File: src/rtl/fndiv_pkg.sv
// types and constants shared by the fractional-n divider calculation block
package fndiv_pkg;

  localparam int FREQ_W     = 20;
  localparam int PD_W       = 16;
  localparam int EXP_W      = 3;
  localparam int PRESC_W    = 2;
  localparam int NINT_W     = 16;
  localparam int FRAC_HI_W  = 16;
  localparam int FRAC_LO_W  = 8;
  localparam int FRAC_W     = FRAC_HI_W + FRAC_LO_W;
  localparam int DIV_W      = PD_W + 2;
  localparam int NUM_W      = FREQ_W + FRAC_W;
  localparam int DIV_BITS   = 4;
  localparam int DIV_STAGES = NUM_W / DIV_BITS;
  localparam int LATENCY    = DIV_STAGES + 3;

  localparam int MAX_LO_EXP = 5;
  localparam int EXT_W      = FREQ_W + MAX_LO_EXP;

  localparam logic [EXT_W-1:0]   LO_TARGET    = EXT_W'(540000);
  localparam logic [FREQ_W-1:0]  PRESC_THRESH = FREQ_W'(320000);
  localparam logic [PD_W-1:0]    PD_RESET     = PD_W'(2000);
  localparam logic [PRESC_W-1:0] PRESC_DIV2   = PRESC_W'(1);
  localparam logic [PRESC_W-1:0] PRESC_DIV4   = PRESC_W'(2);

  typedef struct packed {
    logic [EXP_W-1:0]   lo_div_exp;
    logic [PRESC_W-1:0] presc_code;
    logic [FREQ_W-1:0]  vco;
    logic               zero;
    logic               sat;
    logic [DIV_W-1:0]   div;
    logic [DIV_W-1:0]   rem;
    logic [NUM_W-1:0]   nq;
  } fndiv_beat_t;

endpackage

File: src/rtl/fndiv_front.sv
// exponent, prescaler and divisor selection, overflow check and divider setup
module fndiv_front (
  input  logic                       clk_i,
  input  logic                       rst_ni,
  input  logic                       start_i,
  input  logic [fndiv_pkg::FREQ_W-1:0] out_freq_i,
  input  logic [fndiv_pkg::PD_W-1:0]   pd_freq_i,
  output logic                       valid_o,
  output fndiv_pkg::fndiv_beat_t     beat_o
);
  import fndiv_pkg::*;

  logic             a_valid_d, a_valid_q;
  fndiv_beat_t      a_d, a_q;
  logic             b_valid_q;
  fndiv_beat_t      b_d, b_q;
  logic [EXT_W-1:0] f_ext;

  assign f_ext = EXT_W'(out_freq_i);

  // stage a: exponent, vco, prescaler, divisor
  always_comb begin
    a_d = '0;
    for (int k = 1; k <= MAX_LO_EXP; k++) begin
      if ((f_ext << k) <= LO_TARGET) begin
        a_d.lo_div_exp = EXP_W'(k);
      end
    end
    a_d.zero = (out_freq_i == '0);
    if (a_d.zero) begin
      a_d.lo_div_exp = '0;
    end
    a_d.vco = FREQ_W'(f_ext << a_d.lo_div_exp);
    if (a_d.vco > PRESC_THRESH) begin
      a_d.presc_code = PRESC_DIV4;
      a_d.div        = {pd_freq_i, 2'b00};
    end else begin
      a_d.presc_code = PRESC_DIV2;
      a_d.div        = {1'b0, pd_freq_i, 1'b0};
    end
  end

  assign a_valid_d = start_i;

  // stage b: overflow check, divider init
  always_comb begin
    b_d     = a_q;
    b_d.sat = !a_q.zero &&
              ((a_q.div == '0) || (DIV_W'(a_q.vco >> NINT_W) >= a_q.div));
    b_d.rem = '0;
    b_d.nq  = {a_q.vco, {FRAC_W{1'b0}}};
  end

  always_ff @(posedge clk_i or negedge rst_ni) begin
    if (!rst_ni) begin
      a_valid_q <= 1'b0;
      b_valid_q <= 1'b0;
    end else begin
      a_valid_q <= a_valid_d;
      b_valid_q <= a_valid_q;
    end
  end

  always_ff @(posedge clk_i) begin
    a_q <= a_d;
    b_q <= b_d;
  end

  assign valid_o = b_valid_q;
  assign beat_o  = b_q;

endmodule

File: src/rtl/fndiv_div_stage.sv
// one registered stage of the restoring divider, several quotient bits
module fndiv_div_stage (
  input  logic                   clk_i,
  input  logic                   rst_ni,
  input  logic                   valid_i,
  input  fndiv_pkg::fndiv_beat_t beat_i,
  output logic                   valid_o,
  output fndiv_pkg::fndiv_beat_t beat_o
);
  import fndiv_pkg::*;

  fndiv_beat_t      s;
  logic [DIV_W:0]   t;
  fndiv_beat_t      beat_q;
  logic             valid_q;

  always_comb begin
    s = beat_i;
    t = '0;
    for (int i = 0; i < DIV_BITS; i++) begin
      t    = {s.rem, s.nq[NUM_W-1]};
      s.nq = {s.nq[NUM_W-2:0], 1'b0};
      if (t >= {1'b0, s.div}) begin
        s.rem   = DIV_W'(t - {1'b0, s.div});
        s.nq[0] = 1'b1;
      end else begin
        s.rem = t[DIV_W-1:0];
      end
    end
  end

  always_ff @(posedge clk_i or negedge rst_ni) begin
    if (!rst_ni) begin
      valid_q <= 1'b0;
    end else begin
      valid_q <= valid_i;
    end
  end

  always_ff @(posedge clk_i) begin
    beat_q <= s;
  end

  assign valid_o = valid_q;
  assign beat_o  = beat_q;

endmodule

File: src/rtl/fractional_n_divider_calc.sv
// top level of the fractional-n pll divider calculation pipeline
//
// channel   direction  handshake             payload
// request   in         start_i, busy_o       out_freq_i
// result    out        done_o (strobe)       lo_div_exp_o .. calc_error_o
// config    in         pd_freq_we_i          pd_freq_i
//
// one request per cycle; each start beat passes through, in order,
// two setup stages, eleven 4-bit divider stages and one output register
// reset clears the valid bits and loads pd_freq with 2000
// busy_o stays low: the pipeline never stalls and results are not held
module fractional_n_divider_calc (
  input  logic                            clk_i,
  input  logic                            rst_ni,
  input  logic                            start_i,
  output logic                            busy_o,
  input  logic [fndiv_pkg::FREQ_W-1:0]    out_freq_i,
  input  logic                            pd_freq_we_i,
  input  logic [fndiv_pkg::PD_W-1:0]      pd_freq_i,
  output logic                            done_o,
  output logic [fndiv_pkg::EXP_W-1:0]     lo_div_exp_o,
  output logic [fndiv_pkg::PRESC_W-1:0]   presc_code_o,
  output logic [fndiv_pkg::FREQ_W-1:0]    vco_freq_o,
  output logic [fndiv_pkg::NINT_W-1:0]    n_int_o,
  output logic [fndiv_pkg::FRAC_HI_W-1:0] n_frac_hi_o,
  output logic [fndiv_pkg::FRAC_LO_W-1:0] n_frac_lo_o,
  output logic                            calc_error_o
);
  import fndiv_pkg::*;

  logic [PD_W-1:0]      pd_freq_q;
  logic                 stg_valid [0:DIV_STAGES];
  fndiv_beat_t          stg_beat  [0:DIV_STAGES];
  fndiv_beat_t          res;

  logic                 done_d, done_q;
  logic [EXP_W-1:0]     exp_d, exp_q;
  logic [PRESC_W-1:0]   presc_d, presc_q;
  logic [FREQ_W-1:0]    vco_d, vco_q;
  logic [NINT_W-1:0]    nint_d, nint_q;
  logic [FRAC_HI_W-1:0] fhi_d, fhi_q;
  logic [FRAC_LO_W-1:0] flo_d, flo_q;
  logic                 err_d, err_q;

  always_ff @(posedge clk_i or negedge rst_ni) begin
    if (!rst_ni) begin
      pd_freq_q <= PD_RESET;
    end else if (pd_freq_we_i) begin
      pd_freq_q <= pd_freq_i;
    end
  end

  assign busy_o = 1'b0;

  fndiv_front u_front (
    .clk_i      (clk_i),
    .rst_ni     (rst_ni),
    .start_i    (start_i),
    .out_freq_i (out_freq_i),
    .pd_freq_i  (pd_freq_q),
    .valid_o    (stg_valid[0]),
    .beat_o     (stg_beat[0])
  );

  for (genvar g = 0; g < DIV_STAGES; g++) begin : g_div
    fndiv_div_stage u_stage (
      .clk_i   (clk_i),
      .rst_ni  (rst_ni),
      .valid_i (stg_valid[g]),
      .beat_i  (stg_beat[g]),
      .valid_o (stg_valid[g+1]),
      .beat_o  (stg_beat[g+1])
    );
  end

  assign res = stg_beat[DIV_STAGES];

  always_comb begin
    done_d  = stg_valid[DIV_STAGES];
    exp_d   = res.lo_div_exp;
    presc_d = res.presc_code;
    vco_d   = res.vco;
    err_d   = res.zero | res.sat;
    if (res.sat) begin
      nint_d = '1;
      fhi_d  = '1;
      flo_d  = '1;
    end else if (res.zero) begin
      nint_d = '0;
      fhi_d  = '0;
      flo_d  = '0;
    end else begin
      nint_d = res.nq[FRAC_W+NINT_W-1:FRAC_W];
      fhi_d  = res.nq[FRAC_W-1:FRAC_LO_W];
      flo_d  = res.nq[FRAC_LO_W-1:0];
    end
  end

  always_ff @(posedge clk_i or negedge rst_ni) begin
    if (!rst_ni) begin
      done_q <= 1'b0;
    end else begin
      done_q <= done_d;
    end
  end

  always_ff @(posedge clk_i) begin
    exp_q   <= exp_d;
    presc_q <= presc_d;
    vco_q   <= vco_d;
    nint_q  <= nint_d;
    fhi_q   <= fhi_d;
    flo_q   <= flo_d;
    err_q   <= err_d;
  end

  assign done_o       = done_q;
  assign lo_div_exp_o = exp_q;
  assign presc_code_o = presc_q;
  assign vco_freq_o   = vco_q;
  assign n_int_o      = nint_q;
  assign n_frac_hi_o  = fhi_q;
  assign n_frac_lo_o  = flo_q;
  assign calc_error_o = err_q;

endmodule

File: config.mk
export PLATFORM = sky130hd
export DESIGN_NAME = fractional_n_divider_calc
export DESIGN_NICKNAME = d
export VERILOG_FILES = /design/src/rtl/fndiv_pkg.sv /design/src/rtl/fndiv_front.sv /design/src/rtl/fndiv_div_stage.sv /design/src/rtl/fractional_n_divider_calc.sv
export SDC_FILE = /design/constraint.sdc
export NUM_CORES = 2
export LEC_CHECK = 0
export ABC_AREA = 1
export BUFFER_PORTS_ARGS = -buffer_cell sky130_fd_sc_hd__buf_4
export CAP_MARGIN = 20
export CORE_MARGIN = 2
export CORE_UTILIZATION = 40
export DETAILED_ROUTE_END_ITERATION = 12
export GPL_ROUTABILITY_DRIVEN = 0
export GPL_TIMING_DRIVEN = 0
export SLEW_MARGIN = 25
export SYNTH_ARGS = -nofsm -noshare
export SYNTH_HDL_FRONTEND = slang
export SYNTH_SLANG_ARGS = --single-unit
export TNS_END_PERCENT = 20
File: constraint.sdc
create_clock -name clk_i -period 7.74 [get_ports clk_i]
set_input_delay 1.548 -clock clk_i [delete_from_list [all_inputs] [get_ports clk_i]]
set_output_delay 1.548 -clock clk_i [all_outputs]
set_load 0.03 [all_outputs]
==> impl_metrics.json <==
{
  "place_hpwl_mm": 134,
  "route.vias.total": 58700,
  "ys_types": 71,
  "worstPathMaxFanout": 5,
  "post-route-period-util": 1.07,
  "netlist_area_mm2": 0.0624,
  "hold_violations": 0,
  "routedWlPerCell_um": 16.6,
  "max_freq_ghz": 0.121,
  "min_to": "g_div[9].u_stage.beat_o[8]",
  "syn_inst": 8182,
  "nets": 9939,
  "grt_pass1_wl_mm": 286,
  "period_minus_slack_ps": 8260,
  "grt_pass1_vias": 56200,
  "clk_latency_ps": 770,
  "layout_common_cells": "nand2_1, dfxtp_1, buf_4",
  "critPathMaxStageDelay_ps": 400,
  "dr.pass1.iters": 6,
  "cts_tree": "done",
  "cts_hold_buf": 0,
  "maxSlewHeadroom": 0.371,
  "vias_per_cell": 5.20,
  "hold_depth": 0,
  "synth_edf_count": 0,
  "antenna_found_initial": 6,
  "ff2ff_path_depth": 55,
  "skew_ps": 73.8,
  "hp-class": "reg2reg",
  "clock-root-buffer": "clkbuf_16",
  "cts_num_sinks": 1040,
  "r2r-start": "g_div[0].u_stage.beat_o[78]",
  "worstHoldStart": "g_div[8].u_stage.beat_o[4]",
  "synth_ff_type": "dfxtp_1",
  "cap_violations": 0,
  "path_clk_slew_ps": 70,
  "crit_arrival_ps": 8930,
  "grt_max_degree": 31,
  "drive_gt1_frac": 0.277,
  "die_w_um": 399,
  "fin_area_mm2": 0.0828,
  "cts_buffers": 103,
  "async_reset_ff_frac": 0.0288,
  "dp_cells": 10300,
  "reg2reg_slack_ps": -520,
  "die_h_um": 399,
  "routed_wl_mm": 187,
  "final_common_cell": "nand2_1",
  "area.growth.synth_to_final_pct": 32.7,
  "fin_cells": 11300,
  "fin_ws_ps": -524,
  "drc": 0,
  "grt.total_usage": 0.220,
  "num-fill-cells": 13700,
  "critPathCaptureType": "flip-flop",
  "die_area_mm2": 0.159,
  "pin_count": 108,
  "overflow": 0,
  "utilization": 0.536,
  "critPathRequiredTime_ps": 8400,
  "synth-seq-cells": 1040,
  "reg2reg_to": "g_div[1].u_stage.beat_o[58]",
  "setup_viol": 148,
  "seq_area_frac_synth": 0.336,
  "critPathKind": "reg2reg",
  "htree_levels": 3,
  "drtIter0Drc": 3748,
  "status": "finished with violations",
  "tightest_slew_ps": 943,
  "io_buffers": 104,
  "syn_area_per_cell_um2": 7.63,
  "finalMaxSlewViolations": 0,
  "yosysWarnings": 0,
  "rows": 144,
  "ant_nets": 0,
  "violations": "setup timing",
  "cts_max_path_buffers": 3,
  "critical_path.most_common_cell": "buf_4",
  "cpMaxStageDelayCell": "nor4_4",
  "start_util": 0.404,
  "diodes": 0,
  "syn_nets": 8966,
  "place_area_mm2": 0.0660,
  "rsz0062_at_grt": "yes",
  "core_mm2": 0.155,
  "crit_path_start_kind": "flip-flop"
}
==> critical path, delay by kind of cell (launching register included) <==
family	cells	cell delay (ps)
flops	1	310
simple gates	13	1930
fa+ha+maj	3	820
buf+inv	28	3490
compound gates	11	1570
==> stage by stage <==
stage               TNS, ps  setup slack [ps]  hold slack (ps)
detailed placement  -361760             -2550              312
global route        -113080              -830              277
floorplan            -11870              -195              310
finish               -30700              -524              275
global placement    -351460             -2530              310
CTS                  -29300              -352              263
==> repair_timing <==
action,CTS,global route
cloned,25,12
buffers inserted,530,203
pin swaps,355,399
endpoints found under the hold margin,0,0
endpoints found under the setup margin,180,180
resized for setup,1078,784
==> sequential cells by signal, indices dropped and copies added (netlist names) <==
name,count
u_front.valid_o,1
pd_freq_q,16
done_o,1
vco_freq_o,20
calc_error_o,1
n_int_o,16
g_div.u_stage.beat_o,857
n_frac_lo_o,8
presc_code_o,2
n_frac_hi_o,16
g_div.u_stage.valid_o,11
lo_div_exp_o,3
u_front.a_valid_q,1
u_front.beat_o,44
u_front.a_q,43
==> cell usage after synthesis (59+ instances only) <==
cell,instances,area share
o21bai_1,59,0.0071
nand4_1,82,0.0082
ha_1,718,0.14
nand3_1,346,0.028
dfxtp_1,1010,0.32
nor3_1,66,0.0053
xnor2_1,220,0.031
nand2_1,1936,0.12
xor2_1,379,0.053
nor2_1,348,0.021
inv_1,885,0.053
a21oi_1,724,0.058
o21ai_1,100,0.0080
o21ai_0,583,0.047
buf_2,67,0.0054
==> how the worst max path moves through the flow <==
stage	start	end	cells past startpoint
3_3_place_gp	g_div[3].u_stage.beat_o[64]	g_div[4].u_stage.beat_o[47]	54
5_1_grt	g_div[0].u_stage.beat_o[98]	g_div[1].u_stage.beat_o[58]	58
4_1_cts	g_div[0].u_stage.beat_o[98]	g_div[1].u_stage.beat_o[58]	62
6_report	g_div[0].u_stage.beat_o[78]	g_div[1].u_stage.beat_o[58]	55
2_1_floorplan	g_div[8].u_stage.beat_o[63]	g_div[9].u_stage.beat_o[58]	63
3_5_place_dp	g_div[4].u_stage.beat_o[64]	g_div[5].u_stage.beat_o[60]	67
==> logic make-up (layout without fill, tap and decap cells) <==
group | Yosys count | in the layout | synth area share
fa+ha+maj | 744 | 744 | 0.152
mux | 16 | 16 | 0.00287
xor+xnor | 599 | 599 | 0.0840
buf+inv | 1063 | 2126 | 0.0681
other cells | 1 | 1 | 0.0000601
flops | 1040 | 1040 | 0.336
compound gates | 1746 | 1746 | 0.155
simple gates | 2973 | 2973 | 0.202
==> final cells by class <==
cell class              count  area [um^2]  area share
multi-input cells        6079        43400       0.524
plain buffers             137         1520      0.0183
well taps                2044         2560      0.0309
inverters                 925         3680      0.0444
clock inverters            65          812     0.00981
flip-flops and latches   1040        21100       0.255
clock buffers             130         2830      0.0342
repair buffers            869         6930      0.0837
==> layer usage <==
metal	track usage	part of all wire
met1	0.284	0.44
met2	0.369	0.47
met3	0.0237	0.050
met4	0.0986	0.047
met5	0	0.000069
Power is left out: the tool's default activity adds up to more than one toggle a clock period on the data nets, which glitch-free logic cannot reach.
